$ cat src/rtl/smb2c_pkg.sv
// ----------------------------------------------------------------------------
// SMB2 credit allocator package
// Shared widths, constants, status codes and payload types for the SMB2
// credit charge and message id allocator.
// ----------------------------------------------------------------------------
package smb2c_pkg;

   // Fixed message layout.
   localparam int HEADER_BYTES    = 64;
   localparam int TRANSFORM_BYTES = 52;
   localparam int LEN_BITS        = 24;

   // The charge grows by one credit for each 64 KiB of payload.
   localparam int CHARGE_SHIFT = 16;

   // Field widths.
   localparam int ID_W     = 64;
   localparam int CREDIT_W = 16;
   localparam int NONCE_W  = 64;
   localparam int RLEN_W   = 32;
   localparam int OFFS_W   = 25;
   localparam int STATUS_W = 2;

   // Configuration port.
   localparam int CSR_DATA_W = 64;
   localparam int CSR_ADDR_W = 5;
   localparam int CSR_IDX_LO = 3;

   localparam logic [1:0] CSR_LARGE_MTU      = 2'd0;
   localparam logic [1:0] CSR_CREDIT_CEILING = 2'd1;
   localparam logic [1:0] CSR_NONCE_LIMIT    = 2'd2;
   localparam logic [1:0] CSR_NONCE_BASE     = 2'd3;

   localparam logic [15:0] CREDIT_CEILING_RESET = 16'd8192;

   // Result status codes.
   localparam logic [STATUS_W-1:0] STATUS_OK          = 2'd0;
   localparam logic [STATUS_W-1:0] STATUS_IDS_GONE    = 2'd1;
   localparam logic [STATUS_W-1:0] STATUS_NO_CREDITS  = 2'd2;
   localparam logic [STATUS_W-1:0] STATUS_NONCE_LIMIT = 2'd3;

   typedef struct packed {
      logic                action;
      logic                first_in_compound;
      logic                last_in_compound;
      logic                is_cancel;
      logic                encrypt;
      logic [LEN_BITS-1:0] dyn_len;
      logic [LEN_BITS-1:0] reply_len_max;
      logic [15:0]         min_charge;
      logic [15:0]         fixed_bytes;
      logic [15:0]         granted_credits;
   } req_type;

   typedef struct packed {
      logic [STATUS_W-1:0] status;
      logic [ID_W-1:0]     message_id;
      logic [CREDIT_W-1:0] charge;
      logic [CREDIT_W-1:0] credit_request;
      logic [OFFS_W-1:0]   next_offset;
      logic [RLEN_W-1:0]   compound_length;
      logic [NONCE_W-1:0]  nonce_low_out;
      logic [NONCE_W-1:0]  nonce_high_out;
   } rsp_type;

endpackage

$ cat src/rtl/smb2c_req_if.sv
// ----------------------------------------------------------------------------
// SMB2 allocator request channel
// Valid/ready channel carrying one request or credit grant.
// ----------------------------------------------------------------------------
interface smb2c_req_if;
   logic                          valid;
   logic                          ready;
   logic                          action;
   logic                          first_in_compound;
   logic                          last_in_compound;
   logic                          is_cancel;
   logic                          encrypt;
   logic [smb2c_pkg::LEN_BITS-1:0] dyn_len;
   logic [smb2c_pkg::LEN_BITS-1:0] reply_len_max;
   logic [15:0]                   min_charge;
   logic [15:0]                   fixed_bytes;
   logic [15:0]                   granted_credits;

   modport source (
      output valid, action, first_in_compound, last_in_compound, is_cancel, encrypt,
             dyn_len, reply_len_max, min_charge, fixed_bytes, granted_credits,
      input  ready
   );

   modport sink (
      input  valid, action, first_in_compound, last_in_compound, is_cancel, encrypt,
             dyn_len, reply_len_max, min_charge, fixed_bytes, granted_credits,
      output ready
   );
endinterface

$ cat src/rtl/smb2c_rsp_if.sv
// ----------------------------------------------------------------------------
// SMB2 allocator result channel
// Valid/ready channel carrying one result per request.
// ----------------------------------------------------------------------------
interface smb2c_rsp_if;
   logic                           valid;
   logic                           ready;
   logic [smb2c_pkg::STATUS_W-1:0] status;
   logic [smb2c_pkg::ID_W-1:0]     message_id;
   logic [smb2c_pkg::CREDIT_W-1:0] charge;
   logic [smb2c_pkg::CREDIT_W-1:0] credit_request;
   logic [smb2c_pkg::OFFS_W-1:0]   next_offset;
   logic [smb2c_pkg::RLEN_W-1:0]   compound_length;
   logic [smb2c_pkg::NONCE_W-1:0]  nonce_low_out;
   logic [smb2c_pkg::NONCE_W-1:0]  nonce_high_out;

   modport source (
      output valid, status, message_id, charge, credit_request, next_offset,
             compound_length, nonce_low_out, nonce_high_out,
      input  ready
   );

   modport sink (
      input  valid, status, message_id, charge, credit_request, next_offset,
             compound_length, nonce_low_out, nonce_high_out,
      output ready
   );
endinterface

$ cat src/rtl/smb2_credit_message_id_allocator_top.sv
// ----------------------------------------------------------------------------
// SMB2 credit charge and message id allocator
// Assigns message ids, charges and requests credits, keeps the encryption
// nonce and the running compound length for a stream of SMB2 requests.
// ----------------------------------------------------------------------------
// Usage: each request on req_ch is either one SMB2 request of a compound
// (action 0) or a credit grant from the server (action 1). Every request
// yields exactly one result on rsp_ch, in order.
// The request is captured in an input register; from there the charge,
// the credit checks, the nonce advance and the length sums are worked out in
// one pass and written to the result register, together with the updated
// state, once the result register is free or is being emptied. rsp_ch.valid
// is driven straight from the result register.
// One request is accepted per cycle as long as the result side keeps up; the
// throughput is set by the single state update per request in the compute
// cycle.
// When the receiver stalls, the finished result waits in the result register
// and one further request may still be taken into the input register; after
// that req_ch.ready drops until the result is taken.
// Reset (synchronous, active high) empties both registers, sets the next
// message id, the nonce counters and the running length to zero, the
// available credits to one, the credit ceiling to 8192 and the other registers
// to zero. The APB-style csr port holds large_mtu, the credit ceiling,
// nonce_high_limit and nonce_high_base at byte addresses 0, 8, 16 and 24; it
// should only be written while no request is in flight.
// ----------------------------------------------------------------------------
module smb2_credit_message_id_allocator_top (
   input  logic                                 clock,
   input  logic                                 reset,
   smb2c_req_if.sink                            req_ch,
   smb2c_rsp_if.source                          rsp_ch,
   input  logic                                 csr_psel,
   input  logic                                 csr_penable,
   input  logic                                 csr_pwrite,
   input  logic [smb2c_pkg::CSR_ADDR_W-1:0]     csr_paddr,
   input  logic [smb2c_pkg::CSR_DATA_W-1:0]     csr_pwdata,
   output logic [smb2c_pkg::CSR_DATA_W-1:0]     csr_prdata,
   output logic                                 csr_pready
);

   localparam int ID_W     = smb2c_pkg::ID_W;
   localparam int CREDIT_W = smb2c_pkg::CREDIT_W;
   localparam int NONCE_W  = smb2c_pkg::NONCE_W;
   localparam int RLEN_W   = smb2c_pkg::RLEN_W;
   localparam int OFFS_W   = smb2c_pkg::OFFS_W;
   localparam int LEN_BITS = smb2c_pkg::LEN_BITS;

   // Configuration registers.
   logic                  large_mtu_ff;
   logic [CREDIT_W-1:0]   credit_ceiling_ff;
   logic [NONCE_W-1:0]    nonce_high_limit_ff;
   logic [NONCE_W-1:0]    nonce_high_base_ff;

   // Allocator state.
   logic [ID_W-1:0]       next_message_id_ff,  next_message_id_in;
   logic [CREDIT_W-1:0]   available_credits_ff, available_credits_in;
   logic [NONCE_W-1:0]    nonce_low_count_ff,  nonce_low_count_in;
   logic [NONCE_W-1:0]    nonce_high_count_ff, nonce_high_count_in;
   logic [RLEN_W-1:0]     running_length_ff,   running_length_in;

   // Input and result registers.
   logic                  in_valid_ff;
   smb2c_pkg::req_type    in_data_ff;
   logic                  out_valid_ff, out_valid_in;
   smb2c_pkg::rsp_type    out_data_ff, out_data_in;

   logic                  step;
   logic                  csr_write;
   logic [1:0]            csr_index;

   // ------------------------------------------------------------------------
   // Handshake. A request in the input register is worked on as soon as the
   // result register is free or is being emptied in the same cycle.
   // ------------------------------------------------------------------------
   assign step         = in_valid_ff && (!out_valid_ff || rsp_ch.ready);
   assign req_ch.ready = !in_valid_ff || step;
   assign out_valid_in = step || (out_valid_ff && !rsp_ch.ready);

   always_ff @(posedge clock) begin
      if (reset) begin
         in_valid_ff  <= 1'b0;
         out_valid_ff <= 1'b0;
      end else begin
         in_valid_ff  <= req_ch.valid || (in_valid_ff && !step);
         out_valid_ff <= out_valid_in;
      end
   end

   always_ff @(posedge clock) begin
      if (req_ch.valid && req_ch.ready) begin
         in_data_ff.action            <= req_ch.action;
         in_data_ff.first_in_compound <= req_ch.first_in_compound;
         in_data_ff.last_in_compound  <= req_ch.last_in_compound;
         in_data_ff.is_cancel         <= req_ch.is_cancel;
         in_data_ff.encrypt           <= req_ch.encrypt;
         in_data_ff.dyn_len           <= req_ch.dyn_len;
         in_data_ff.reply_len_max     <= req_ch.reply_len_max;
         in_data_ff.min_charge        <= req_ch.min_charge;
         in_data_ff.fixed_bytes       <= req_ch.fixed_bytes;
         in_data_ff.granted_credits   <= req_ch.granted_credits;
      end
      if (step) begin
         out_data_ff <= out_data_in;
      end
   end

   assign rsp_ch.valid           = out_valid_ff;
   assign rsp_ch.status          = out_data_ff.status;
   assign rsp_ch.message_id      = out_data_ff.message_id;
   assign rsp_ch.charge          = out_data_ff.charge;
   assign rsp_ch.credit_request  = out_data_ff.credit_request;
   assign rsp_ch.next_offset     = out_data_ff.next_offset;
   assign rsp_ch.compound_length = out_data_ff.compound_length;
   assign rsp_ch.nonce_low_out   = out_data_ff.nonce_low_out;
   assign rsp_ch.nonce_high_out  = out_data_ff.nonce_high_out;

   // ------------------------------------------------------------------------
   // Single-pass computation of one result and the next state.
   // ------------------------------------------------------------------------
   always_comb begin
      logic                  first_enc;
      logic                  nonce_ok;
      logic                  ids_gone;
      logic                  credits_short;
      logic [LEN_BITS-1:0]   len_max;
      logic [LEN_BITS-1:0]   len_max_m1;
      logic [CREDIT_W-1:0]   charge_len;
      logic [CREDIT_W-1:0]   charge;
      logic [CREDIT_W:0]     grant_sum;
      logic [CREDIT_W:0]     credit_diff;
      logic [CREDIT_W-1:0]   credit_req;
      logic [ID_W-1:0]       ids_left;
      logic [NONCE_W-1:0]    nonce_low_adv;
      logic [NONCE_W-1:0]    nonce_high_adv;
      logic [OFFS_W-1:0]     req_len;
      logic [OFFS_W-1:0]     req_len_pad;
      logic [OFFS_W-1:0]     len_add;
      logic [OFFS_W:0]       len_total;
      logic [RLEN_W-1:0]     rlen_base;
      logic [RLEN_W:0]       rlen_sum;
      logic [RLEN_W-1:0]     rlen_new;

      next_message_id_in   = next_message_id_ff;
      available_credits_in = available_credits_ff;
      nonce_low_count_in   = nonce_low_count_ff;
      nonce_high_count_in  = nonce_high_count_ff;
      running_length_in    = running_length_ff;
      out_data_in          = '0;
      out_data_in.status   = smb2c_pkg::STATUS_OK;
      nonce_ok             = 1'b1;

      first_enc = in_data_ff.first_in_compound && in_data_ff.encrypt;

      // Charge: one credit per started 64 KiB of the larger length if large_mtu.
      len_max = (in_data_ff.dyn_len > in_data_ff.reply_len_max) ?
                in_data_ff.dyn_len : in_data_ff.reply_len_max;
      if (len_max == '0) begin
         len_max = LEN_BITS'(1);
      end
      len_max_m1 = len_max - LEN_BITS'(1);
      charge_len = large_mtu_ff ?
                   CREDIT_W'(len_max_m1 >> smb2c_pkg::CHARGE_SHIFT) + CREDIT_W'(1) :
                   CREDIT_W'(1);
      charge = (in_data_ff.min_charge > charge_len) ? in_data_ff.min_charge : charge_len;

      // Message ids left is the distance to all ones; the last id is never used.
      ids_left      = ~next_message_id_ff;
      ids_gone      = (ids_left == '0);
      credits_short = (available_credits_ff < charge) ||
                      ((ids_left[ID_W-1:CREDIT_W] == '0) &&
                       (ids_left[CREDIT_W-1:0] < charge));

      // Credits asked back: ceiling gap plus one, saturated; zero above ceiling.
      credit_diff = {1'b0, credit_ceiling_ff} - {1'b0, available_credits_ff} +
                    (CREDIT_W+1)'(1);
      if (credit_ceiling_ff >= available_credits_ff) begin
         credit_req = credit_diff[CREDIT_W] ? '1 : credit_diff[CREDIT_W-1:0];
      end else begin
         credit_req = '0;
      end

      grant_sum = {1'b0, available_credits_ff} + {1'b0, in_data_ff.granted_credits};

      // Nonce advance; a low counter wrap moves the high counter on.
      if (&nonce_low_count_ff) begin
         nonce_low_adv  = NONCE_W'(1);
         nonce_high_adv = nonce_high_count_ff + NONCE_W'(1);
      end else begin
         nonce_low_adv  = nonce_low_count_ff + NONCE_W'(1);
         nonce_high_adv = nonce_high_count_ff;
      end

      // Request length, padded to 8 bytes unless it closes the compound.
      req_len     = OFFS_W'(smb2c_pkg::HEADER_BYTES) + OFFS_W'(in_data_ff.fixed_bytes) +
                    OFFS_W'(in_data_ff.dyn_len);
      req_len_pad = (req_len + OFFS_W'(7)) & ~OFFS_W'(7);
      len_add     = in_data_ff.last_in_compound ? req_len : req_len_pad;
      len_total   = {1'b0, len_add} +
                    (first_enc ? (OFFS_W+1)'(smb2c_pkg::TRANSFORM_BYTES) : '0);

      rlen_base = in_data_ff.first_in_compound ? '0 : running_length_ff;
      rlen_sum  = {1'b0, rlen_base} + (RLEN_W+1)'(len_total);
      rlen_new  = rlen_sum[RLEN_W] ? '1 : rlen_sum[RLEN_W-1:0];

      if (in_data_ff.action) begin
         // Credit grant.
         available_credits_in        = grant_sum[CREDIT_W] ? '1 : grant_sum[CREDIT_W-1:0];
         out_data_in.compound_length = running_length_ff;
      end else begin
         running_length_in = rlen_base;
         if (first_enc) begin
            nonce_low_count_in  = nonce_low_adv;
            nonce_high_count_in = nonce_high_adv;
            if (nonce_high_adv >= nonce_high_limit_ff) begin
               nonce_ok           = 1'b0;
               out_data_in.status = smb2c_pkg::STATUS_NONCE_LIMIT;
            end
         end
         if (nonce_ok && !in_data_ff.is_cancel) begin
            if (ids_gone) begin
               out_data_in.status = smb2c_pkg::STATUS_IDS_GONE;
            end else if (credits_short) begin
               out_data_in.status = smb2c_pkg::STATUS_NO_CREDITS;
            end else begin
               out_data_in.message_id     = next_message_id_ff;
               out_data_in.charge         = charge;
               out_data_in.credit_request = credit_req;
               next_message_id_in         = next_message_id_ff + ID_W'(charge);
               available_credits_in       = available_credits_ff - charge;
            end
         end
         if (out_data_in.status == smb2c_pkg::STATUS_OK) begin
            running_length_in           = rlen_new;
            out_data_in.compound_length = rlen_new;
            out_data_in.next_offset     = in_data_ff.last_in_compound ? '0 : req_len_pad;
            if (first_enc) begin
               out_data_in.nonce_low_out  = nonce_low_adv;
               out_data_in.nonce_high_out = nonce_high_base_ff + nonce_high_adv;
            end
         end
      end
   end

   always_ff @(posedge clock) begin
      if (reset) begin
         next_message_id_ff   <= '0;
         available_credits_ff <= CREDIT_W'(1);
         nonce_low_count_ff   <= '0;
         nonce_high_count_ff  <= '0;
         running_length_ff    <= '0;
      end else if (step) begin
         next_message_id_ff   <= next_message_id_in;
         available_credits_ff <= available_credits_in;
         nonce_low_count_ff   <= nonce_low_count_in;
         nonce_high_count_ff  <= nonce_high_count_in;
         running_length_ff    <= running_length_in;
      end
   end

   // ------------------------------------------------------------------------
   // Configuration port: writes complete in the access cycle, no wait states.
   // ------------------------------------------------------------------------
   assign csr_write  = csr_psel && csr_penable && csr_pwrite;
   assign csr_index  = csr_paddr[smb2c_pkg::CSR_ADDR_W-1:smb2c_pkg::CSR_IDX_LO];
   assign csr_pready = 1'b1;

   always_ff @(posedge clock) begin
      if (reset) begin
         large_mtu_ff        <= 1'b0;
         credit_ceiling_ff   <= smb2c_pkg::CREDIT_CEILING_RESET;
         nonce_high_limit_ff <= '0;
         nonce_high_base_ff  <= '0;
      end else if (csr_write) begin
         case (csr_index)
            smb2c_pkg::CSR_LARGE_MTU: begin
               large_mtu_ff <= csr_pwdata[0];
            end
            smb2c_pkg::CSR_CREDIT_CEILING: begin
               credit_ceiling_ff <= csr_pwdata[CREDIT_W-1:0];
            end
            smb2c_pkg::CSR_NONCE_LIMIT: begin
               nonce_high_limit_ff <= csr_pwdata;
            end
            smb2c_pkg::CSR_NONCE_BASE: begin
               nonce_high_base_ff <= csr_pwdata;
            end
            default: begin
            end
         endcase
      end
   end

   always_comb begin
      case (csr_index)
         smb2c_pkg::CSR_LARGE_MTU:      csr_prdata = smb2c_pkg::CSR_DATA_W'(large_mtu_ff);
         smb2c_pkg::CSR_CREDIT_CEILING: csr_prdata = smb2c_pkg::CSR_DATA_W'(credit_ceiling_ff);
         smb2c_pkg::CSR_NONCE_LIMIT:    csr_prdata = nonce_high_limit_ff;
         smb2c_pkg::CSR_NONCE_BASE:     csr_prdata = nonce_high_base_ff;
         default:                       csr_prdata = '0;
      endcase
   end

endmodule

$ cat src/flat_wrapper.sv
// flat-port wrapper written by rule: the top's interface ports become plain ports
module smb2_credit_message_id_allocator_top_flat 
  (clock, reset, csr_psel, csr_penable, csr_pwrite, csr_paddr, csr_pwdata, csr_prdata, csr_pready, req_ch_valid, req_ch_action, req_ch_first_in_compound, req_ch_last_in_compound, req_ch_is_cancel, req_ch_encrypt, req_ch_dyn_len, req_ch_reply_len_max, req_ch_min_charge, req_ch_fixed_bytes, req_ch_granted_credits, req_ch_ready, rsp_ch_valid, rsp_ch_status, rsp_ch_message_id, rsp_ch_charge, rsp_ch_credit_request, rsp_ch_next_offset, rsp_ch_compound_length, rsp_ch_nonce_low_out, rsp_ch_nonce_high_out, rsp_ch_ready);
  smb2c_req_if req_ch_i ();
  smb2c_rsp_if rsp_ch_i ();
  input  logic clock;
  input  logic reset;
  input  logic csr_psel;
  input  logic csr_penable;
  input  logic csr_pwrite;
  input  logic [smb2c_pkg::CSR_ADDR_W-1:0] csr_paddr;
  input  logic [smb2c_pkg::CSR_DATA_W-1:0] csr_pwdata;
  output logic [smb2c_pkg::CSR_DATA_W-1:0] csr_prdata;
  output logic csr_pready;
  input wire logic [$bits(req_ch_i.valid)-1:0] req_ch_valid;
  input wire logic [$bits(req_ch_i.action)-1:0] req_ch_action;
  input wire logic [$bits(req_ch_i.first_in_compound)-1:0] req_ch_first_in_compound;
  input wire logic [$bits(req_ch_i.last_in_compound)-1:0] req_ch_last_in_compound;
  input wire logic [$bits(req_ch_i.is_cancel)-1:0] req_ch_is_cancel;
  input wire logic [$bits(req_ch_i.encrypt)-1:0] req_ch_encrypt;
  input wire logic [$bits(req_ch_i.dyn_len)-1:0] req_ch_dyn_len;
  input wire logic [$bits(req_ch_i.reply_len_max)-1:0] req_ch_reply_len_max;
  input wire logic [$bits(req_ch_i.min_charge)-1:0] req_ch_min_charge;
  input wire logic [$bits(req_ch_i.fixed_bytes)-1:0] req_ch_fixed_bytes;
  input wire logic [$bits(req_ch_i.granted_credits)-1:0] req_ch_granted_credits;
  output wire logic [$bits(req_ch_i.ready)-1:0] req_ch_ready;
  output wire logic [$bits(rsp_ch_i.valid)-1:0] rsp_ch_valid;
  output wire logic [$bits(rsp_ch_i.status)-1:0] rsp_ch_status;
  output wire logic [$bits(rsp_ch_i.message_id)-1:0] rsp_ch_message_id;
  output wire logic [$bits(rsp_ch_i.charge)-1:0] rsp_ch_charge;
  output wire logic [$bits(rsp_ch_i.credit_request)-1:0] rsp_ch_credit_request;
  output wire logic [$bits(rsp_ch_i.next_offset)-1:0] rsp_ch_next_offset;
  output wire logic [$bits(rsp_ch_i.compound_length)-1:0] rsp_ch_compound_length;
  output wire logic [$bits(rsp_ch_i.nonce_low_out)-1:0] rsp_ch_nonce_low_out;
  output wire logic [$bits(rsp_ch_i.nonce_high_out)-1:0] rsp_ch_nonce_high_out;
  input wire logic [$bits(rsp_ch_i.ready)-1:0] rsp_ch_ready;
  assign req_ch_i.valid = req_ch_valid;
  assign req_ch_i.action = req_ch_action;
  assign req_ch_i.first_in_compound = req_ch_first_in_compound;
  assign req_ch_i.last_in_compound = req_ch_last_in_compound;
  assign req_ch_i.is_cancel = req_ch_is_cancel;
  assign req_ch_i.encrypt = req_ch_encrypt;
  assign req_ch_i.dyn_len = req_ch_dyn_len;
  assign req_ch_i.reply_len_max = req_ch_reply_len_max;
  assign req_ch_i.min_charge = req_ch_min_charge;
  assign req_ch_i.fixed_bytes = req_ch_fixed_bytes;
  assign req_ch_i.granted_credits = req_ch_granted_credits;
  assign req_ch_ready = req_ch_i.ready;
  assign rsp_ch_valid = rsp_ch_i.valid;
  assign rsp_ch_status = rsp_ch_i.status;
  assign rsp_ch_message_id = rsp_ch_i.message_id;
  assign rsp_ch_charge = rsp_ch_i.charge;
  assign rsp_ch_credit_request = rsp_ch_i.credit_request;
  assign rsp_ch_next_offset = rsp_ch_i.next_offset;
  assign rsp_ch_compound_length = rsp_ch_i.compound_length;
  assign rsp_ch_nonce_low_out = rsp_ch_i.nonce_low_out;
  assign rsp_ch_nonce_high_out = rsp_ch_i.nonce_high_out;
  assign rsp_ch_i.ready = rsp_ch_ready;
  smb2_credit_message_id_allocator_top u_core (.clock(clock), .reset(reset), .req_ch(req_ch_i), .rsp_ch(rsp_ch_i), .csr_psel(csr_psel), .csr_penable(csr_penable), .csr_pwrite(csr_pwrite), .csr_paddr(csr_paddr), .csr_pwdata(csr_pwdata), .csr_prdata(csr_prdata), .csr_pready(csr_pready));
endmodule
$ cat config.mk
export PLATFORM = sky130hd
export DESIGN_NAME = smb2_credit_message_id_allocator_top_flat
export DESIGN_NICKNAME = d
export VERILOG_FILES = /design/src/rtl/smb2c_pkg.sv /design/src/rtl/smb2c_req_if.sv /design/src/rtl/smb2c_rsp_if.sv /design/src/rtl/smb2_credit_message_id_allocator_top.sv /design/src/flat_wrapper.sv
export SDC_FILE = /design/constraint.sdc
export NUM_CORES = 2
export LEC_CHECK = 0
export ABC_AREA = 1
export BUFFER_PORTS_ARGS = -buffer_cell sky130_fd_sc_hd__clkbuf_2
export CORE_UTILIZATION = 35
export DETAILED_ROUTE_END_ITERATION = 7
export PLACE_DENSITY = 0.6
export SLEW_MARGIN = 5
export SYNTH_ARGS = -nofsm -noshare
export SYNTH_HDL_FRONTEND = slang
export SYNTH_SLANG_ARGS = --single-unit
$ cat constraint.sdc
create_clock -name clock -period 16.3 [get_ports clock]
set_input_delay 2.445 -clock clock [delete_from_list [all_inputs] [get_ports clock]]
set_output_delay 2.445 -clock clock [all_outputs]
set_load 0.1 [all_outputs]
**Word level (Yosys, flattened, before mapping)**

Index checks and enable logic that the tools add are counted.

- Logic and storage cells: 132
- Input port bits: 177
- Bits in registers: 771

- Order comparisons: 6
- Mux-type cells: 33
- Reduce and logical (&&, ||, !) cells: 37
- Add/sub/neg operators: 15
- Equality and inequality tests: 5
- Bitwise operators: 6

Operators with widths:

| kind | number |
|---|---|
| case mux 64 bit (4 select lines) | 1 |
| two-way mux 98 bit | 2 |
| two-way mux 96 bit | 2 |
| two-way mux 160 bit | 1 |
| two-way mux 16 bit | 9 |
| adder 64 x 1 -> 64 bit, second input constant | 2 |
| two-way mux 128 bit | 1 |
| two-way mux 32 bit | 4 |
| two-way mux 64 bit | 2 |
| adder 64 x 16 -> 64 bit | 1 |
| adder 64 bit | 1 |
| greater-or-equal comparator 64 bit | 1 |
| zero test 64 bit | 1 |
| inverter 64 bit | 1 |
| AND reduction 64 bit | 1 |
| zero test 48 bit | 1 |
| two-way mux 24 bit | 2 |
| adder 32 x 26 -> 33 bit | 1 |
| less-than comparator 16 bit | 2 |
| adder 25 x 26 -> 26 bit | 1 |
| adder 25 x 24 -> 25 bit | 1 |
| adder 25 x 3 -> 25 bit, second input constant | 1 |
| two-way mux 25 bit | 1 |
| greater-than comparator 24 bit | 1 |
| other kinds (28) | 61 |

**Logic depth before layout (Yosys ltp)**

- Depth after elaboration: 19
- Mapped depth: 60
- Mapped depth without buffers: 58

**Worst setup path after synthesis**

OpenSTA, ideal clock, no wires.

- Path kind: input port to flip-flop
- Start: input port rsp_ch_ready
- End: register u_core.available_credits_ff[9]
- Data required time: 16.172 ns
- Stages on the path: 9
- Setup slack: 7.019 ns
- Arrival time: 9.153 ns
- Path through: inv_1 nand2_1 nand2_1 inv_1 nand2_1 clkbuf_1 buf_1 o21ai_0 nor2_1

- Longest elaborated chain between the ends: 3

RTL lines:

| element | line | source |
|---|---|---|
| from (decl) | flat_wrapper.sv:36 | `input wire logic [$bits(rsp_ch_i.ready)-1:0] rsp_ch_ready;` |
| logical OR 1 bit | smb2_credit_message_id_allocator_top.sv:75 | `assign step = in_valid_ff && (!out_valid_ff \|\| rsp_ch.ready);` |
| logical AND 1 bit | smb2_credit_message_id_allocator_top.sv:75 |  |
| named net u_core.step | smb2_credit_message_id_allocator_top.sv:67 | `logic step;` |
| AND reduction 4 bit (no source line) | n/a |  |
| to (signal assigned) | smb2_credit_message_id_allocator_top.sv:253 | `available_credits_ff <= available_credits_in;` |
| to (decl) | smb2_credit_message_id_allocator_top.sv:56 | `logic [CREDIT_W-1:0] available_credits_ff, available_credits_in;` |

The timed path passes the listed nets, and every way through them passes these cells.
A chain may end at the register's enable or synchronous reset.

**Final worst setup path**

- Start: register u_core.in_data_ff[86] in the netlist's numbering
- End: register u_core.out_data_ff, in the netlist u_core.rsp_ch.next_offset[19] (data pin)

- Longest elaborated chain between the ends: 19
- Elaborated cells between the ends (all ways): 22

RTL lines:

| element | line | source |
|---|---|---|
| from (decl) | smb2_credit_message_id_allocator_top.sv:63 | `smb2c_pkg::req_type in_data_ff;` |
| greater-than comparator 24 bit | smb2_credit_message_id_allocator_top.sv:155 | `len_max = (in_data_ff.dyn_len > in_data_ff.reply_len_max) ?` |
| two-way mux 24 bit | smb2_credit_message_id_allocator_top.sv:155 |  |
| zero test 24 bit | smb2_credit_message_id_allocator_top.sv:157 | `if (len_max == '0) begin` |
| two-way mux 24 bit | smb2_credit_message_id_allocator_top.sv:157 |  |
| subtractor 24 x 1 -> 24 bit | smb2_credit_message_id_allocator_top.sv:160 | `len_max_m1 = len_max - LEN_BITS'(1);` |
| adder 8 x 1 -> 9 bit | smb2_credit_message_id_allocator_top.sv:162 | `CREDIT_W'(len_max_m1 >> smb2c_pkg::CHARGE_SHIFT) + CREDIT_W'(1) :` |
| two-way mux 16 bit | smb2_credit_message_id_allocator_top.sv:161 | `charge_len = large_mtu_ff ?` |
| greater-than comparator 16 bit | smb2_credit_message_id_allocator_top.sv:164 | `charge = (in_data_ff.min_charge > charge_len) ? in_data_ff.min_charge : charge_len;` |
| (+3 left out) | n/a |  |
| logical OR 1 bit | smb2_credit_message_id_allocator_top.sv:169 | `credits_short = (available_credits_ff < charge) \|\|` |
| two-way mux 2 bit | smb2_credit_message_id_allocator_top.sv:222 | `end else if (credits_short) begin` |
| two-way mux 2 bit | smb2_credit_message_id_allocator_top.sv:220 | `if (ids_gone) begin` |
| two-way mux 98 bit | smb2_credit_message_id_allocator_top.sv:219 | `if (nonce_ok && !in_data_ff.is_cancel) begin` |
| two-way mux 98 bit | smb2_credit_message_id_allocator_top.sv:205 | `if (in_data_ff.action) begin` |
| zero test 2 bit | smb2_credit_message_id_allocator_top.sv:232 | `if (out_data_in.status == smb2c_pkg::STATUS_OK) begin` |
| inverter 1 bit (no source line) | n/a |  |
| OR reduction 3 bit (no source line) | n/a |  |
| to (signal assigned) | smb2_credit_message_id_allocator_top.sv:103 | `out_data_ff <= out_data_in;` |
| to (decl) | smb2_credit_message_id_allocator_top.sv:65 | `smb2c_pkg::rsp_type out_data_ff, out_data_in;` |

Several ways; a longest one is shown, not always the timed one. The select of a mux whose other input is x is not followed.

==> metrics.md <==
| Metric | Value |
|---|---|
| Synthesized netlist cell count | `6310` |
| Pin count of the biggest net entering global routing | `128` |
| Average footprint of a synthesized cell | `7.625 µm²` |
| First-pass GRT wire length | `252500 µm` |
| Number of flip-flops and latches in the synthesized netlist | `768` |
| Post-route cell area | `55660 µm²` |
| Max capacitance violation total | `0` |
| Post-route DRC | `0` |
| # hold bufs at CTS | `0` |
| Proportion of layout cells with a drive suffix above 1 | `0.1223` |
| Final number of hold-violating endpoints | `0` |
| Site Rows | `135` |
| Total Die Area | `139000 µm²` |
| Max H-tree Level | `3` |
| Starting utilization of the core area | `0.3538` |
| Main combinational cell family by area after synthesis | `simple AND/OR/NAND/NOR gates` |
| Main flop type after synthesis | `dfxtp_1` |
| Max-slew violation count | `0` |
| Overall power after layout | `5322 µW` |
| Number of enable flip-flop cells after synthesis | `381` |
| Sort of element at the start of the critical path | `flop` |
| Clock net sink count | `768` |
| Simple-gate portion of the synthesized area | `0.2284` |
| 1st-iter DRT viols | `3855` |
| Detailed-route wire length per cell | `19.54 µm` |
| Total detailed-routing wirelength | `168200 µm` |
| Run status | `finished, final reports clean` |
| Buffers from clock root to sink, at most | `3` |
| Most frequent CP cell | `nand2_1` |
| Leading cell types in the layout, fill and taps excluded | `nand2_1 (991), inv_1 (822), nor2_1 (814)` |
| Power per cell area | `95.62 nW/µm²` |
| Floorplan Core Area | `136000 µm²` |
| Slew at the pin with the worst max-slew slack | `1.129 ns` |
| Lkg Pwr | `0.02334 µW` |
| Cell Count Post-Placement | `8428` |
| Endpoint required time on the critical path | `16.85 ns` |
| Remaining number of nets flagged by the antenna check after routing | `0` |
| Number of warnings printed during yosys synthesis | `0` |
| Count of different cell masters after synthesis | `71` |
| Total clock buffers created by CTS | `92` |
| Worst hold path class | `flop to flop` |
| Clock input transition at the sequential cells of the worst setup and hold paths | `0.07 ns` |
| Time the final worst path needs with I/O delays and setup | `12.03 ns` |
| Path type of the worst setup path | `flop to flop` |
| IR drop worst, VDD | `0.07619 mV` |
| Area overhead of the layout relative to synthesis | `15.68%` |
| Number of I/O port buffers | `519` |
| Global-route usage over all layers | `0.2337` |
| Die boundary height | `372.8 µm` |
| Sequential element share of the synthesized area | `0.3988` |
| Non-filler cells, final | `8606` |
| Post-Place Cell Area | `52410 µm²` |
| GPL Wtd Cong | `0.9601` |
| Vias per inst | `5.238` |
| Via count of the first global-routing pass | `42050` |
| Synth Area in Adders | `0.08566` |
| Cts repair resizes | `0` |
| Compound-cell area share of the yosys netlist | `0.1525` |
| Mux cell area share after synthesis | `0` |
| Critical Path Sink Type | `flop` |
| Share of the synthesized netlist area taken by xor and xnor gates | `0.05019` |
| Clock insertion delay at the later pin of the skew report | `0.73 ns` |
| Peak fanout along the critical path | `45` |
| Vias after detailed routing | `45080` |
| Final Net Count | `7239` |
| Setup skew after layout | `0.06967 ns` |
| Die width | `372.8 µm` |
| Data arrival time of the critical path | `12.58 ns` |
| Clock tree from TritonCTS | `done` |
| Critical-path cell with the highest stage delay | `o21ai_0` |
| Total negative setup slack | `0 ns` |
| Critical path's largest stage delay | `0.75 ns` |
| Number of setup buffers added after CTS | `0` |
| Setup repair after global routing missed its margin | `no` |
| Setup violations, final | `0` |
| Post-detailed-placement half-perimeter wirelength | `128500 µm` |
| Ports | `527` |
| Async S/R FF share, synth | `0` |
| Clock root buffer master | `clkbuf_16` |
| Final worst path period share | `0.7379` |
| Global-route congestion overflow total | `0` |
| Number of antenna violations at the first check in global routing | `16` |
| Pre-antenna DRT Iters | `6` |
| Slew Limit Headroom | `0.2473` |
| Achievable clock frequency | `83.14 MHz` |
| Synth Cell Area | `48110 µm²` |
| Most frequent standard cell in the layout excluding fill and tap cells | `nand2_1` |
-- flip-flops by register name (all words and copies together), names as in the netlist --
signal / cells
u_core.available_credits_ff: 16
u_core.credit_ceiling_ff: 16
u_core.in_data_ff: 101
u_core.in_valid_ff: 1
u_core.large_mtu_ff: 1
u_core.next_message_id_ff: 64
u_core.nonce_high_base_ff: 64
u_core.nonce_high_count_ff: 64
u_core.nonce_high_limit_ff: 64
u_core.nonce_low_count_ff: 64
u_core.rsp_ch.charge: 16
u_core.rsp_ch.compound_length: 32
u_core.rsp_ch.credit_request: 16
u_core.rsp_ch.message_id: 64
u_core.rsp_ch.next_offset: 22
u_core.rsp_ch.nonce_high_out: 64
u_core.rsp_ch.nonce_low_out: 64
u_core.rsp_ch.status: 2
u_core.rsp_ch.valid: 1
u_core.running_length_ff: 32
-- metal layers --
layer  global-route usage  vias up  wire length [µm]
li1                     -    22090                 -
met1               0.3130    21240             74650
met2               0.3735     1436             75700
met3              0.03963      289             11450
met4              0.09184       22              6238
met5                    0        -               139
-- worst max-delay path: cells and delay by family, from the launching register on --
family          cells  cell delay (ns)
buf+inv             9             2.29
simple gates       31             5.75
fa+ha+maj           4             1.05
compound gates      8             2.21
flops               1             0.49
-- final timing paths --
path | startpoint | endpoint | slack, ns | cells after the start
max | u_core.in_data_ff[86] | u_core.rsp_ch.next_offset[19] | 4.27 | 52
max reg2reg | u_core.in_data_ff[86] | u_core.rsp_ch.next_offset[19] | 4.27 | 52
min reg2reg | u_core.next_message_id_ff[62] | u_core.next_message_id_ff[62] | 0.46 | 2
min | u_core.next_message_id_ff[62] | u_core.next_message_id_ff[62] | 0.46 | 2
-- logic make-up after synthesis --
| logic type | Yosys count |
|---|---|
| compound gates | 1352 |
| buf+inv | 1061 |
| fa+ha+maj | 321 |
| other cells | 2 |
| simple gates | 2532 |
| xor+xnor | 274 |
| flops | 768 |
-- synthesized netlist by cell type (12+ instances only) --
library cell  count  area share
inv_2            12     0.00094
a21o_1           21      0.0033
o21a_1           20      0.0031
o21ai_0         528       0.055
inv_1           825       0.064
nor3_1          144       0.015
or2_2            37      0.0048
a211oi_1         18      0.0028
xnor2_1          59       0.011
o21ai_1          24      0.0025
o21bai_1         13      0.0020
xor2_1          213       0.039
clkbuf_1        184       0.014
ha_1            307       0.080
nor2_1          819       0.064
o211ai_1         53      0.0083
nand3_1         270       0.028
nor4_1           50      0.0065
nand3b_1         12      0.0019
fa_1             14      0.0058
buf_2            20      0.0021
a21oi_1         581       0.060
a31oi_1          29      0.0038
nand4_1         142       0.018
nand2_1         991       0.077
dfxtp_1         387        0.16
edfxtp_1        381        0.24
o221ai_1         12      0.0022
-- report_power, final --
group	leakage, µW	internal [µW]	total (µW)	switching, µW
Sequential	0.00683	2100	2140	46.3
Clock	0.00155	1270	2220	952
Combinational	0.0150	229	957	727
-- per-stage QoR --
stage	setup WS, ns	util	hold slack, ns
5_1_grt	3.274	0.4092	0.4848
3_5_place_dp	4.436	0.3854	0.4537
3_3_place_gp	4.508	0.3854	0.4483
4_1_cts	4.391	0.4092	0.4636
2_1_floorplan	7.019	-	0.4411
6_report	4.272	0.4093	0.4620
-- area by class of cell --
class / count / area, µm²
repair buffers: 555 / 2870
clock inverters: 65 / 803.3
well taps: 1781 / 2228
flip-flops and latches: 768 / 19190
clock buffers: 109 / 2439
inverters: 840 / 3174
multi-input cells: 4484 / 24940
fillers: 13940 / 80320
diodes: 4 / 10.01
Note: power is estimated with default switching activity, not from simulation.
